## src/rtl/core/rmp_pkg.sv

```systemverilog
// package: widths, codes and helper functions of the move profiler
`default_nettype none
package rmp_pkg;

  localparam int ENC_W   = 32;
  localparam int DIST_W  = 16;
  localparam int DIR_W   = 3;
  localparam int SPEED_W = 7;
  localparam int RAMP_W  = 8;
  localparam int DRIVE_W = 8;
  localparam int ZONE_W  = 16;
  localparam int CIDX_W  = 2;
  localparam int CDAT_W  = 16;

  localparam logic [SPEED_W-1:0] SPEED_CAP_RST   = 7'd55;
  localparam logic [SPEED_W-1:0] SPEED_FLOOR_RST = 7'd10;
  localparam logic [ZONE_W-1:0]  SLOW_ZONE_RST   = 16'd700;

  localparam logic [CIDX_W-1:0] REG_SPEED_CAP   = 2'd0;
  localparam logic [CIDX_W-1:0] REG_SPEED_FLOOR = 2'd1;
  localparam logic [CIDX_W-1:0] REG_SLOW_ZONE   = 2'd2;

  localparam logic KIND_START = 1'b0;
  localparam logic KIND_TICK  = 1'b1;

  localparam logic [DIR_W-1:0] DIR_FWD     = 3'd0;
  localparam logic [DIR_W-1:0] DIR_BACK    = 3'd1;
  localparam logic [DIR_W-1:0] DIR_LEFT    = 3'd2;
  localparam logic [DIR_W-1:0] DIR_RIGHT   = 3'd3;
  localparam logic [DIR_W-1:0] DIR_SPIN_R  = 3'd4;
  localparam logic [DIR_W-1:0] DIR_SPIN_L  = 3'd5;

  typedef enum logic [1:0] {
    PH_IDLE  = 2'd0,
    PH_ACCEL = 2'd1,
    PH_HOLD  = 2'd2
  } phase_t;

  typedef logic signed [ENC_W:0] travel_t;

  function automatic logic [ENC_W-1:0] pick_enc(input logic [DIR_W-1:0] dir,
                                                input logic [ENC_W-1:0] a,
                                                input logic [ENC_W-1:0] b,
                                                input logic [ENC_W-1:0] c);
    logic [ENC_W-1:0] r;
    unique case (dir)
      DIR_FWD:             r = c;
      DIR_BACK, DIR_RIGHT: r = b;
      default:             r = a;
    endcase
    return r;
  endfunction

  // bit k set means drive k+1 runs negative
  function automatic logic [3:0] dir_neg(input logic [DIR_W-1:0] dir);
    logic [3:0] r;
    unique case (dir)
      DIR_FWD:    r = 4'b0011;
      DIR_BACK:   r = 4'b1100;
      DIR_LEFT:   r = 4'b0110;
      DIR_RIGHT:  r = 4'b1001;
      DIR_SPIN_R: r = 4'b1111;
      default:    r = 4'b0000;
    endcase
    return r;
  endfunction

  function automatic logic [DRIVE_W-1:0] drive_val(input logic neg,
                                                   input logic [SPEED_W-1:0] spd);
    logic [DRIVE_W-1:0] m;
    m = {{(DRIVE_W-SPEED_W){1'b0}}, spd};
    return neg ? (~m + 1'b1) : m;
  endfunction

endpackage
`default_nettype wire

```

## src/rtl/core/rmp_in_if.sv

```systemverilog
// interface: input word channel of the move profiler
`default_nettype none
interface rmp_in_if import rmp_pkg::*; ();
  logic                     valid;
  logic                     ready;
  logic                     kind;
  logic [DIR_W-1:0]         direction;
  logic [DIST_W-1:0]        distance;
  logic signed [ENC_W-1:0]  enc_a;
  logic signed [ENC_W-1:0]  enc_b;
  logic signed [ENC_W-1:0]  enc_c;

  modport source (output valid, kind, direction, distance, enc_a, enc_b, enc_c,
                  input ready);
  modport sink   (input valid, kind, direction, distance, enc_a, enc_b, enc_c,
                  output ready);
endinterface
`default_nettype wire

```

## src/rtl/core/rmp_out_if.sv

```systemverilog
// interface: result word channel of the move profiler
`default_nettype none
interface rmp_out_if import rmp_pkg::*; ();
  logic                      valid;
  logic                      ready;
  logic signed [DRIVE_W-1:0] drive_one;
  logic signed [DRIVE_W-1:0] drive_two;
  logic signed [DRIVE_W-1:0] drive_three;
  logic signed [DRIVE_W-1:0] drive_four;
  logic                      busy_res;
  logic                      done_res;

  modport source (output valid, drive_one, drive_two, drive_three, drive_four,
                  busy_res, done_res, input ready);
  modport sink   (input valid, drive_one, drive_two, drive_three, drive_four,
                  busy_res, done_res, output ready);
endinterface
`default_nettype wire

```

## src/rtl/core/rmp_cfg_if.sv

```systemverilog
// interface: register write channel of the move profiler
`default_nettype none
interface rmp_cfg_if import rmp_pkg::*; ();
  logic              valid;
  logic              ready;
  logic [CIDX_W-1:0] index;
  logic [CDAT_W-1:0] data;

  modport source (output valid, index, data, input ready);
  modport sink   (input valid, index, data, output ready);
endinterface
`default_nettype wire

```

## src/rtl/core/rmp_travel.sv

```systemverilog
// travel measurement: watched encoder minus start offset, magnitude for spins
`default_nettype none
module rmp_travel import rmp_pkg::*; (
  input  wire logic [DIR_W-1:0] dir,
  input  wire logic [ENC_W-1:0] enc_a,
  input  wire logic [ENC_W-1:0] enc_b,
  input  wire logic [ENC_W-1:0] enc_c,
  input  wire logic [ENC_W-1:0] offset,
  output travel_t               travel
);

  logic [ENC_W-1:0] diff;
  travel_t          sdiff;
  logic             spin;

  always_comb begin
    diff  = pick_enc(dir, enc_a, enc_b, enc_c) - offset;
    sdiff = travel_t'({diff[ENC_W-1], diff});
    spin  = (dir == DIR_SPIN_R) || (dir == DIR_SPIN_L);
    if (spin && sdiff[ENC_W]) begin
      travel = -sdiff;
    end else begin
      travel = sdiff;
    end
  end

endmodule
`default_nettype wire

```

## src/rtl/core/ramped_move_profile_unit.sv

```systemverilog
// top level: trapezoidal speed profiler for a four-wheel base
//
// in_ch carries one word per control event: a start word (kind 0) latches
// direction, distance and the watched encoder as offset; a tick word (kind 1)
// carries fresh encoder samples and advances the speed profile.
// out_ch returns exactly one word per input word: four signed drive values,
// busy and done. cfg_ch writes the speed ceiling, the speed floor and
// slow_zone; it is always ready. it must be written only while the block
// is idle; the block itself does not enforce this. the state update and
// the result are computed from the input word in the accept cycle and
// land in the result register. throughput is one word per cycle, limited
// by the single result register; a new word is taken while the held result
// is taken in the same cycle. when the receiver stalls, the result holds
// and in_ch.ready drops until the result is taken.
// synchronous reset restores the register defaults 55, 10 and 700, makes the
// profiler idle and empties the result register.
`default_nettype none
module ramped_move_profile_unit import rmp_pkg::*; (
  input  wire logic clk,
  input  wire logic rst_n,
  rmp_in_if.sink    in_ch,
  rmp_out_if.source out_ch,
  rmp_cfg_if.sink   cfg_ch
);

  logic [SPEED_W-1:0] speed_cap_r;
  logic [SPEED_W-1:0] speed_floor_r;
  logic [ZONE_W-1:0]  slow_zone_r;

  phase_t             phase_r, phase_nxt;
  logic [ENC_W-1:0]   offset_r, offset_nxt;
  logic [RAMP_W-1:0]  ramp_r, ramp_nxt;
  logic [SPEED_W-1:0] speed_r, speed_nxt;
  logic [DIST_W-1:0]  len_r, len_nxt;
  logic [DIR_W-1:0]   dir_r, dir_nxt;

  logic               out_valid_r;
  logic [DRIVE_W-1:0] d1_r, d2_r, d3_r, d4_r;
  logic               busy_r, done_r;

  logic [SPEED_W-1:0] emit_speed;
  logic [DIR_W-1:0]   emit_dir;
  logic               busy_nxt, done_nxt;
  logic [3:0]         neg;

  travel_t            travel;
  logic signed [ENC_W+1:0] t_x, len_x, half_x, lim_x;
  logic [SPEED_W-1:0] hold_speed;
  logic               accel_go;
  logic               acc;

  assign in_ch.ready = !out_valid_r || out_ch.ready;
  assign acc         = in_ch.valid && in_ch.ready;
  assign cfg_ch.ready = 1'b1;

  rmp_travel u_travel (
    .dir    (dir_r),
    .enc_a  (in_ch.enc_a),
    .enc_b  (in_ch.enc_b),
    .enc_c  (in_ch.enc_c),
    .offset (offset_r),
    .travel (travel)
  );

  always_comb begin
    t_x    = {travel[ENC_W], travel};
    len_x  = $signed({{(ENC_W+2-DIST_W){1'b0}}, len_r});
    half_x = $signed({{(ENC_W+3-DIST_W){1'b0}}, len_r[DIST_W-1:1]});
    lim_x  = len_x - $signed({{(ENC_W+2-ZONE_W){1'b0}}, slow_zone_r});
  end

  always_comb begin
    phase_nxt  = phase_r;
    offset_nxt = offset_r;
    ramp_nxt   = ramp_r;
    speed_nxt  = speed_r;
    len_nxt    = len_r;
    dir_nxt    = dir_r;
    emit_speed = '0;
    emit_dir   = dir_r;
    busy_nxt   = 1'b0;
    done_nxt   = 1'b0;
    hold_speed = ramp_r[RAMP_W-1:1];
    accel_go   = 1'b0;
    if (in_ch.kind == KIND_START) begin
      if (in_ch.direction <= DIR_SPIN_L) begin
        dir_nxt    = in_ch.direction;
        len_nxt    = in_ch.distance;
        offset_nxt = pick_enc(in_ch.direction, in_ch.enc_a, in_ch.enc_b, in_ch.enc_c);
        ramp_nxt   = '0;
        speed_nxt  = '0;
        phase_nxt  = PH_ACCEL;
        busy_nxt   = 1'b1;
      end else begin
        busy_nxt   = (phase_r == PH_ACCEL) || (phase_r == PH_HOLD);
      end
    end else if ((phase_r == PH_ACCEL) || (phase_r == PH_HOLD)) begin
      if (phase_r == PH_ACCEL) begin
        if (t_x < half_x) begin
          accel_go = 1'b1;
          if (ramp_r < {speed_cap_r, 1'b0}) begin
            ramp_nxt = ramp_r + 1'b1;
          end
          speed_nxt  = ramp_nxt[RAMP_W-1:1];
          emit_speed = speed_nxt;
          busy_nxt   = 1'b1;
        end else begin
          hold_speed = ramp_r[RAMP_W-1:1];
          phase_nxt  = PH_HOLD;
        end
      end else begin
        hold_speed = speed_r;
      end
      if (!accel_go) begin
        if (t_x < len_x) begin
          if ((hold_speed > speed_floor_r) && (t_x > lim_x)) begin
            speed_nxt = hold_speed - 1'b1;
          end else begin
            speed_nxt = hold_speed;
          end
          emit_speed = speed_nxt;
          busy_nxt   = 1'b1;
        end else begin
          phase_nxt = PH_IDLE;
          speed_nxt = '0;
          done_nxt  = 1'b1;
        end
      end
    end
    neg = dir_neg(emit_dir);
  end

  always_ff @(posedge clk) begin
    if (!rst_n) begin
      speed_cap_r   <= SPEED_CAP_RST;
      speed_floor_r <= SPEED_FLOOR_RST;
      slow_zone_r   <= SLOW_ZONE_RST;
    end else if (cfg_ch.valid && cfg_ch.ready) begin
      unique case (cfg_ch.index)
        REG_SPEED_CAP:   speed_cap_r   <= cfg_ch.data[SPEED_W-1:0];
        REG_SPEED_FLOOR: speed_floor_r <= cfg_ch.data[SPEED_W-1:0];
        REG_SLOW_ZONE:   slow_zone_r   <= cfg_ch.data[ZONE_W-1:0];
        default: ;
      endcase
    end
  end

  always_ff @(posedge clk) begin
    if (!rst_n) begin
      phase_r  <= PH_IDLE;
      offset_r <= '0;
      ramp_r   <= '0;
      speed_r  <= '0;
      len_r    <= '0;
      dir_r    <= '0;
    end else if (acc) begin
      phase_r  <= phase_nxt;
      offset_r <= offset_nxt;
      ramp_r   <= ramp_nxt;
      speed_r  <= speed_nxt;
      len_r    <= len_nxt;
      dir_r    <= dir_nxt;
    end
  end

  always_ff @(posedge clk) begin
    if (!rst_n) begin
      out_valid_r <= 1'b0;
    end else if (acc) begin
      out_valid_r <= 1'b1;
    end else if (out_ch.ready) begin
      out_valid_r <= 1'b0;
    end
  end

  // result payload
  always_ff @(posedge clk) begin
    if (acc) begin
      d1_r   <= drive_val(neg[0], emit_speed);
      d2_r   <= drive_val(neg[1], emit_speed);
      d3_r   <= drive_val(neg[2], emit_speed);
      d4_r   <= drive_val(neg[3], emit_speed);
      busy_r <= busy_nxt;
      done_r <= done_nxt;
    end
  end

  assign out_ch.valid       = out_valid_r;
  assign out_ch.drive_one   = $signed(d1_r);
  assign out_ch.drive_two   = $signed(d2_r);
  assign out_ch.drive_three = $signed(d3_r);
  assign out_ch.drive_four  = $signed(d4_r);
  assign out_ch.busy_res    = busy_r;
  assign out_ch.done_res    = done_r;

endmodule
`default_nettype wire

```

## src/flat_wrapper.sv

```systemverilog
// flat-port wrapper written by rule: the top's interface ports become plain ports
module ramped_move_profile_unit_flat import rmp_pkg::*;
  (clk, rst_n, in_ch_valid, in_ch_kind, in_ch_direction, in_ch_distance, in_ch_enc_a, in_ch_enc_b, in_ch_enc_c, in_ch_ready, out_ch_valid, out_ch_drive_one, out_ch_drive_two, out_ch_drive_three, out_ch_drive_four, out_ch_busy_res, out_ch_done_res, out_ch_ready, cfg_ch_valid, cfg_ch_index, cfg_ch_data, cfg_ch_ready);
  rmp_in_if in_ch_i ();
  rmp_out_if out_ch_i ();
  rmp_cfg_if cfg_ch_i ();
  input  wire logic clk;
  input  wire logic rst_n;
  input wire logic [$bits(in_ch_i.valid)-1:0] in_ch_valid;
  input wire logic [$bits(in_ch_i.kind)-1:0] in_ch_kind;
  input wire logic [$bits(in_ch_i.direction)-1:0] in_ch_direction;
  input wire logic [$bits(in_ch_i.distance)-1:0] in_ch_distance;
  input wire logic [$bits(in_ch_i.enc_a)-1:0] in_ch_enc_a;
  input wire logic [$bits(in_ch_i.enc_b)-1:0] in_ch_enc_b;
  input wire logic [$bits(in_ch_i.enc_c)-1:0] in_ch_enc_c;
  output wire logic [$bits(in_ch_i.ready)-1:0] in_ch_ready;
  output wire logic [$bits(out_ch_i.valid)-1:0] out_ch_valid;
  output wire logic [$bits(out_ch_i.drive_one)-1:0] out_ch_drive_one;
  output wire logic [$bits(out_ch_i.drive_two)-1:0] out_ch_drive_two;
  output wire logic [$bits(out_ch_i.drive_three)-1:0] out_ch_drive_three;
  output wire logic [$bits(out_ch_i.drive_four)-1:0] out_ch_drive_four;
  output wire logic [$bits(out_ch_i.busy_res)-1:0] out_ch_busy_res;
  output wire logic [$bits(out_ch_i.done_res)-1:0] out_ch_done_res;
  input wire logic [$bits(out_ch_i.ready)-1:0] out_ch_ready;
  input wire logic [$bits(cfg_ch_i.valid)-1:0] cfg_ch_valid;
  input wire logic [$bits(cfg_ch_i.index)-1:0] cfg_ch_index;
  input wire logic [$bits(cfg_ch_i.data)-1:0] cfg_ch_data;
  output wire logic [$bits(cfg_ch_i.ready)-1:0] cfg_ch_ready;
  assign in_ch_i.valid = in_ch_valid;
  assign in_ch_i.kind = in_ch_kind;
  assign in_ch_i.direction = in_ch_direction;
  assign in_ch_i.distance = in_ch_distance;
  assign in_ch_i.enc_a = in_ch_enc_a;
  assign in_ch_i.enc_b = in_ch_enc_b;
  assign in_ch_i.enc_c = in_ch_enc_c;
  assign in_ch_ready = in_ch_i.ready;
  assign out_ch_valid = out_ch_i.valid;
  assign out_ch_drive_one = out_ch_i.drive_one;
  assign out_ch_drive_two = out_ch_i.drive_two;
  assign out_ch_drive_three = out_ch_i.drive_three;
  assign out_ch_drive_four = out_ch_i.drive_four;
  assign out_ch_busy_res = out_ch_i.busy_res;
  assign out_ch_done_res = out_ch_i.done_res;
  assign out_ch_i.ready = out_ch_ready;
  assign cfg_ch_i.valid = cfg_ch_valid;
  assign cfg_ch_i.index = cfg_ch_index;
  assign cfg_ch_i.data = cfg_ch_data;
  assign cfg_ch_ready = cfg_ch_i.ready;
  ramped_move_profile_unit u_core (.clk(clk), .rst_n(rst_n), .in_ch(in_ch_i), .out_ch(out_ch_i), .cfg_ch(cfg_ch_i));
endmodule
```

## config.mk

```make
export PLATFORM = sky130hd
export DESIGN_NAME = ramped_move_profile_unit_flat
export DESIGN_NICKNAME = d
export VERILOG_FILES = /design/src/rtl/core/rmp_pkg.sv /design/src/rtl/core/rmp_in_if.sv /design/src/rtl/core/rmp_out_if.sv /design/src/rtl/core/rmp_cfg_if.sv /design/src/rtl/core/rmp_travel.sv /design/src/rtl/core/ramped_move_profile_unit.sv /design/src/flat_wrapper.sv
export SDC_FILE = /design/constraint.sdc
export NUM_CORES = 1
export LEC_CHECK = 0
export BUFFER_PORTS_ARGS = -buffer_cell sky130_fd_sc_hd__buf_2
export CAP_MARGIN = 25
export CORE_UTILIZATION = 50
export CTS_CLUSTER_SIZE = 30
export DETAILED_ROUTE_END_ITERATION = 8
export PLACE_DENSITY = 0.74
export SYNTH_ARGS = -nofsm -noshare
export SYNTH_HDL_FRONTEND = slang
export SYNTH_SLANG_ARGS = --single-unit
export TNS_END_PERCENT = 100
```

## constraint.sdc

```tcl
create_clock -name clk -period 8.5 [get_ports clk]
set_input_delay 1.275 -clock clk [delete_from_list [all_inputs] [get_ports clk]]
set_output_delay 1.275 -clock clk [all_outputs]
set_load 0.02 [all_outputs]
```

After elaboration in Yosys (flattened, before gate mapping). Index checks and enable logic that the tools add are counted.

Reduce and logical (&&, ||, !) cells: 23. Order comparisons: 6. Add/subtract/negate cells: 6. Eq/ne operators: 17. Muxes and demuxes: 50. $mul: 0. Shifts and indexed selects: 0. Divide/modulo/power cells: 0. Bitwise operators: 3.

Operators by type and width (number): 7-bit 2-to-1 mux (21); 32-bit one-hot mux with 2 select lines (2); 8-bit 2-to-1 mux (6); 33-bit by 17-bit greater-than comparator with 1-bit output (1); 33-bit by 16-bit < comparator with 1-bit output (1); 33-bit by 17-bit < comparator with 1-bit output (1); 33-bit 2-to-1 mux (1); 32-bit negator with 33-bit output (1); 32-bit subtractor (1); 4-bit one-hot mux with 5 select lines (1); 16-bit by 16-bit subtractor with 17-bit output (1); 8-bit by 1-bit adder with 8-bit output (second input constant) (2); 2-bit 2-to-1 mux (7); 1-bit 2-to-1 mux (12); 5-bit AND reduction (2); 3-bit by 2-bit equality test with 1-bit output (second input constant) (3); 8-bit < comparator (1); 2-bit by 1-bit != test with 1-bit output (second input constant) (4); 7-bit NOT with 8-bit output (1); 7-bit greater-than comparator (1); 7-bit by 1-bit subtractor with 7-bit output (second input constant) (1); 3-bit by 1-bit equality test with 1-bit output (second input constant) (2); 3-bit equality test (second input constant) (2); 3-bit zero test (2); 15 further kinds (28).

Bits of input ports: 139. Bits in latches: 0. Memories: 0. Output and inout bits: 37. Bits in registers: 133. RAM bits: 0. Memory bits (read-only): 0. Word-level logic and storage cells: 126.

Logic depth before layout (Yosys ltp).
Depth after elaboration: 17. Gate-level depth with buffers: 42. Mapped depth without buffers: 38.

Modules after synthesis. From an unflattened synthesis, not the netlist that was laid out.

Cells, all modules: 1587. Area total of the unflattened synthesis: 12414.4 sq um.

Modules (own cells, without submodules): ramped_move_profile_unit (seq. area each 2912.8 sq um, instances 1, cells an instance 1005, area each 8692.1 sq um); rmp_travel (seq. area each 0.0 sq um, instances 1, cells an instance 582, area each 3722.3 sq um).

Worst setup path after synthesis. No wires, ideal clock.

Path type: reg-to-reg. Start: reg u_core.dir_r[2]. End: reg u_core.d3_r[4], in the netlist u_core.out_ch.drive_three[4], data pin. Library setup time: 0.271 ns. Setup slack: -0.096 ns. Buffers on the path: 8. Cell stages (with the launch flop): 40. Arrival time: 8.324 ns. Data required time: 8.229 ns. Clock period less this slack: 8.596 ns. Cells stage by stage: dfxtp_1 > clkbuf_1 > nand2b_1 > clkbuf_1 > buf_1 > mux2i_1 > o21ai_0 > ha_1 > buf_2 > a21oi_2 > o221ai_1 > a221oi_2 > a31oi_1 > o211a_1 > nor2_1 > buf_2 > buf_1 > clkbuf_1 > (+4 left out) > o21a_1 > o21a_1 > o21a_1 > o21ai_0 > a21oi_1 > o21ai_0 > a31oi_1 > or4b_1 > and4b_2 > nor2_4 > buf_6 > mux2_4 > nand2b_1 > ha_1 > and3_1 > a221o_1 > a31oi_1 > xnor2_1.

Cells in the longest elaborated chain, start to end: 17. Elaborated cells between the ends (all ways): 32. Classes of those cells: 3 x add/sub; 3 x order compare; 5 x eq/ne; 15 x mux; 1 x bitwise; 5 x reduce/logical.

Ends and longest elaborated chain: from (decl) (line ramped_move_profile_unit.sv:35) `logic [DIR_W-1:0] dir_r, dir_nxt;`; from (signal assigned) (line ramped_move_profile_unit.sv:162) `dir_r <= dir_nxt;`; 3-bit by 1-bit equality test with 1-bit output / 3-bit by 2-bit equality test with 1-bit output (equally long branches) (line rmp_pkg.sv:46, rmp_pkg.sv:57); 2-bit OR reduction (line rmp_pkg.sv:46) `unique case (dir)`; 32-bit one-hot mux with 2 select lines (line rmp_pkg.sv:46); 32-bit subtractor (line rmp_travel.sv:17) `diff = pick_enc(dir, enc_a, enc_b, enc_c) - offset;`; 32-bit negator with 33-bit output / 1-bit logical AND (equally long branches) (line rmp_travel.sv:21, rmp_travel.sv:20); 33-bit 2-to-1 mux (line rmp_travel.sv:20) `if (spin && sdiff[ENC_W]) begin`; 33-bit by 16-bit < comparator with 1-bit output (line ramped_move_profile_unit.sv:99) `if (t_x < half_x) begin`; 1-bit 2-to-1 mux (line ramped_move_profile_unit.sv:99); 1-bit 2-to-1 mux (line ramped_move_profile_unit.sv:98) `if (phase_r == PH_ACCEL) begin`; 1-bit 2-to-1 mux (line ramped_move_profile_unit.sv:97) `end else if ((phase_r == PH_ACCEL) || (phase_r == PH_HOLD)) begin`; 1-bit 2-to-1 mux (line ramped_move_profile_unit.sv:85) `if (in_ch.kind == KIND_START) begin`; 7-bit 2-to-1 mux (line ramped_move_profile_unit.sv:114) `if (!accel_go) begin`; 7-bit 2-to-1 mux (line ramped_move_profile_unit.sv:97); 7-bit 2-to-1 mux (line ramped_move_profile_unit.sv:85); 7-bit NOT with 8-bit output (line rmp_pkg.sv:72) `return neg ? (~m + 1'b1) : m;`; 8-bit by 1-bit adder with 8-bit output (line rmp_pkg.sv:72); 7-bit 2-to-1 mux (*) (line rmp_pkg.sv:72); to (signal assigned) (line ramped_move_profile_unit.sv:181) `d3_r <= drive_val(neg[2], emit_speed);`; to (decl) (line ramped_move_profile_unit.sv:38) `logic [DRIVE_W-1:0] d1_r, d2_r, d3_r, d4_r;`.

Mark *: on every way between the ends. The rest lies on a longest branch, timed or not. The select of a mux whose other input is x is not followed. A chain may end at the register's enable or synchronous reset.

Worst setup path in the final report.
Start: in in_ch_enc_a[0]. End: reg u_core.d1_r[4], in the netlist u_core.out_ch.drive_one[4], data pin.

Cells in the longest elaborated chain, start to end: 15. Elaborated cells between the ends (all ways): 23. Classes of those cells: 3 x add/sub; 3 x order compare; 14 x mux; 1 x bitwise; 2 x reduce/logical.

Ends and longest elaborated chain: from (decl) (line flat_wrapper.sv:13) `input wire logic [$bits(in_ch_i.enc_a)-1:0] in_ch_enc_a;`; 32-bit one-hot mux with 2 select lines (*) (line rmp_pkg.sv:46); 32-bit subtractor (*) (line rmp_travel.sv:17); 32-bit negator with 33-bit output / 1-bit logical AND (equally long branches) (line rmp_travel.sv:21, rmp_travel.sv:20); 33-bit 2-to-1 mux (*) (line rmp_travel.sv:20); 33-bit by 16-bit < comparator with 1-bit output (line ramped_move_profile_unit.sv:99); 1-bit 2-to-1 mux (line ramped_move_profile_unit.sv:99); 1-bit 2-to-1 mux (line ramped_move_profile_unit.sv:98); 1-bit 2-to-1 mux (line ramped_move_profile_unit.sv:97); 1-bit 2-to-1 mux (line ramped_move_profile_unit.sv:85); 7-bit 2-to-1 mux (*) (line ramped_move_profile_unit.sv:114); 7-bit 2-to-1 mux (*) (line ramped_move_profile_unit.sv:97); 7-bit 2-to-1 mux (*) (line ramped_move_profile_unit.sv:85); 7-bit NOT with 8-bit output (line rmp_pkg.sv:72); 8-bit by 1-bit adder with 8-bit output (line rmp_pkg.sv:72); 7-bit 2-to-1 mux (*) (line rmp_pkg.sv:72); to (signal assigned) (line ramped_move_profile_unit.sv:179) `d1_r <= drive_val(neg[0], emit_speed);`; to (decl) (line ramped_move_profile_unit.sv:38).

Marks and branches as above.

==> results.json <==
{
  "timing.final.hold_violations": 0,
  "worstSkewPairLatency_ps": 450,
  "via_per_inst": 5.87,
  "layout-drive-gt1-share_pct": 21.3,
  "cp.arrival_ps": 8190,
  "synth_cell_type_count": 99,
  "type_of_the_worst_setup_path": "in2reg",
  "cap_violations": 0,
  "grt_pass1_vias": 12000,
  "dieWidth_um": 162,
  "hold_start": "u_core.slow_zone_r[10]$_SDFFE_PN0P_",
  "synth_simple_gate_area_share_pct": 19.4,
  "route.antenna.remaining_nets": 0,
  "multi_input_comb_area_um2": 9110,
  "worst_slack_ps": 484,
  "area_growth_syn_to_fin_pct": 19.6,
  "antenna-diode-count": 0,
  "worst-slew-pin-transition_ps": 930,
  "synth_nets": 1896,
  "regArea_um2": 2910,
  "final_max_slew_viol_count": 0,
  "cellPowerDensity_nw_per_um2": 181,
  "period_needed_ps": 8020,
  "numPortBuffers": 174,
  "timing.slew.headroom_pct": 38.0,
  "worst_case_reg_to_reg_path_depth": 38,
  "ys_seq_area_share_pct": 22.9,
  "drt_pass1_iterations": 5,
  "setup_violations": 0,
  "routedWlPerCell_um": 16.6,
  "unrepaired_setup_endpoints_after_global_routing": "false",
  "vdd.ir_drop.worst_v": 0.000140,
  "design.final.nets": 2115,
  "dpl.hpwl_um": 28200,
  "critical_path_peak_fanout": 8,
  "largest_family_of_logic_cells_by_synthesized_area": "compound AO/OA/AOI/OAI gates",
  "critical_path.most_common_cell": "buf_4",
  "route.detailed.drc": 0,
  "avgSynthCellArea_um2": 7.82,
  "synth-seq-cells": 130,
  "route.vias.total": 12900,
  "numClockSinks": 130,
  "min_delay_path_depth": 2,
  "slowest_delay_ps": 610,
  "core-area_um2": 25100,
  "synth-xor-area-share_pct": 6.12,
  "synth_edf_count": 31,
  "setup.worst_path.start_class": "input pin",
  "die_outline_area_um2": 26100,
  "cts_made_buffers": 17,
  "tritoncts_clock_tree": "built",
  "std_cell_rows": 58,
  "track_usage_pct": 27.7,
  "floorplan.initialDensity_pct": 50.7,
  "cts.hold.buffers_added": 0,
  "area_of_the_mapped_netlist_um2": 12700,
  "ctsLongestPathBuffers": 2,
  "ios": 176,
  "clock_skew_ps": 17.4,
  "ys.warnings.count": 0,
  "worst_r2r_endpoint": "u_core.out_ch.drive_one[4]$_DFFE_PP_",
  "critPathCaptureType": "flop",
  "detailedPlace.worstSlack_ps": -465,
  "antenna_violations_before_repair": 0,
  "timing.hold.worst.class": "reg2reg",
  "cts_max_level": 4,
  "yosys-mux-area-fraction_pct": 4.44,
  "first_pass_grt_wire_length_um": 58500,
  "final_min_period_over_clock_period_pct": 94.3,
  "grt_max_degree": 84,
  "die_height_um": 162,
  "slowest_stage": "or4b_1",
  "first_iteration_detailed_routing_drc_count": 897,
  "status": "complete, no violations",
  "synth-main-ff-cell": "dfxtp_1",
  "root_buffer": "clkbuf_16",
  "post_synth_inst_count": 1629,
  "timing.hold.ws_ps": 457,
  "worstPathRequired_ps": 8680,
  "total_leakage_power_nw": 6.88,
  "gp_congestion": 0.936,
  "fill_cells": 2333,
  "synth_compound_area_share_pct": 28.0,
  "clk_pin_slew_ps": 70,
  "post_synth_fa_ha_maj_area_fraction_pct": 12.7,
  "grt_remaining_overflow": 0,
  "hold_end": "u_core.slow_zone_r[10]$_SDFFE_PN0P_",
  "rr_startpoint": "u_core.dir_r[0]$_SDFFE_PN0P_",
  "wl_um": 36500,
  "timing.fmax_mhz": 125,
  "asyncSetResetFlopFracSynth_pct": 0,
  "rrSetupSlack_ps": 500
}
[sequential cells by signal (all words and copies together), names as in the netlist]
| register | cells |
|---|---|
| u_core.out_ch.done_res | 1 |
| u_core.slow_zone_r | 16 |
| u_core.out_ch.drive_two | 7 |
| u_core.out_ch.drive_one | 7 |
| u_core.out_ch.drive_four | 8 |
| u_core.ramp_r | 8 |
| u_core.speed_r | 7 |
| u_core.out_ch.busy_res | 1 |
| u_core.phase_r | 2 |
| u_core.speed_floor_r | 7 |
| u_core.len_r | 16 |
| u_core.out_ch.drive_three | 7 |
| u_core.speed_cap_r | 7 |
| u_core.offset_r | 32 |
| u_core.out_ch.valid | 1 |
| u_core.dir_r | 3 |
[logic make-up after synthesis]
group	after synthesis
compound gates	516
xor+xnor	89
fa+ha+maj	128
buf+inv	205
flops	130
mux	55
other cells	1
simple gates	505
[power breakdown]
group / internal [mW] / total [mW] / switching [mW] / leakage [nW]
combinational: 0.579 / 1.34 / 0.757 / 5.47
sequential: 0.660 / 0.672 / 0.0123 / 1.12
clock: 0.392 / 0.742 / 0.351 / 0.284
total: 1.63 / 2.75 / 1.12 / 6.88
[stage by stage]
| stage | cell area [um2] | TNS, ps | util, % | std cells | power [mW] |
|---|---|---|---|---|---|
| finish | 15200 | 0 | 60.6 | 2191 | 2.75 |
| global route | 15200 | 0 | 60.6 | 2191 | 2.93 |
| CTS | 15100 | 0 | 60.1 | 2186 | 2.72 |
| detailed placement | 14500 | -3320 | 57.8 | 2154 | 1.98 |
| global placement | 14500 | 0 | 57.7 | 2153 | 1.94 |
| floorplan | 12700 | 0 | - | 1629 | 1.56 |
[worst max path at each step]
stage	startpoint	end	slack, ps	cells after the start
after floorplan	u_core.dir_r[2]$_SDFFE_PN0P_	u_core.out_ch.drive_three[4]$_DFFE_PP_	10	38
after global placement	in_ch_enc_a[0]	u_core.out_ch.drive_three[4]$_DFFE_PP_	30	37
after detailed placement	in_ch_enc_a[0]	u_core.out_ch.drive_four[4]$_DFFE_PP_	-460	36
after CTS	in_ch_enc_a[0]	u_core.out_ch.drive_four[4]$_DFFE_PP_	0.07	36
after global routing	in_ch_enc_a[0]	u_core.out_ch.drive_one[4]$_DFFE_PP_	5	38
final	in_ch_enc_a[0]	u_core.out_ch.drive_one[4]$_DFFE_PP_	480	38
[layout by cell type (no fill, tap or decap), types with 17 or more instances in the layout]
| master | Yosys | final |
|---|---|---|
| a21o_1 | 46 | 46 |
| a21oi_1 | 116 | 112 |
| a221oi_1 | 65 | 65 |
| a31oi_1 | 21 | 18 |
| buf_2 | 14 | 174 |
| buf_4 | 5 | 112 |
| clkbuf_16 | 0 | 17 |
| dfxtp_1 | 99 | 98 |
| edfxtp_1 | 31 | 31 |
| ha_1 | 126 | 124 |
| inv_1 | 116 | 115 |
| mux2i_1 | 49 | 49 |
| nand2_1 | 206 | 206 |
| nand3_1 | 27 | 27 |
| nand4_1 | 18 | 18 |
| nor2_1 | 95 | 94 |
| nor3_1 | 33 | 29 |
| o211ai_1 | 23 | 23 |
| o21a_1 | 22 | 22 |
| o21ai_0 | 103 | 103 |
| xnor2_1 | 57 | 57 |
| xor2_1 | 32 | 32 |
[synthesized netlist by cell type (all sizes together), types with 10 or more instances]
library cell,count,share of area (%)
and3,14,0.69
or3,10,0.49
nor2,99,3.0
nand3,27,1.1
edfxtp,31,7.3
dfxtp,99,16
and2,11,0.56
a21o,46,2.7
inv,116,3.4
a211oi,17,1.2
o211ai,24,1.5
nand2,206,6.1
nor2b,15,0.74
a31oi,23,1.3
mux2i,49,3.9
nand2b,18,0.88
clkbuf,64,1.9
a221oi,66,4.6
a21oi,118,4.7
o21ai,111,4.5
or2,11,0.54
nand4,18,0.88
nor3,34,1.4
o21a,22,1.3
ha,126,12
buf,25,1.1
xnor2,57,3.9
xor2,32,2.2
[area by class of cell]
| type | count | share of cell area, % |
|---|---|---|
| clock inverter | 15 | 0.986 |
| tap | 330 | 2.71 |
| sequential | 130 | 19.1 |
| clock buffer | 17 | 2.79 |
| timing repair buffer | 289 | 11.7 |
| multi-input combinational | 1294 | 59.8 |
| inverter | 116 | 2.86 |
[layer usage]
layer	track usage, %	up-vias	wire [um]
met5	0	-	0
met4	8.36	0	721
met3	3.08	54	1730
met2	47.8	406	17300
met1	36.1	5981	16700
li1	-	6420	-
[timing repair]
| action | in CTS | in global routing |
|---|---|---|
| setup endpoints to repair | 8 | 24 |
| setup buffers | 0 | 5 |
| gates cloned | 0 | 0 |
| gates resized for setup | 1 | 23 |
| pin swaps | 0 | 16 |
[worst max-delay path: cells and delay by family]
kind | cells | cell delay (ps)
compound gates | 16 | 3060
simple gates | 10 | 1910
buf+inv | 7 | 1060
fa+ha+maj | 3 | 670
mux | 1 | 120
xor+xnor | 1 | 90
(Power assumes the default switching activity.)
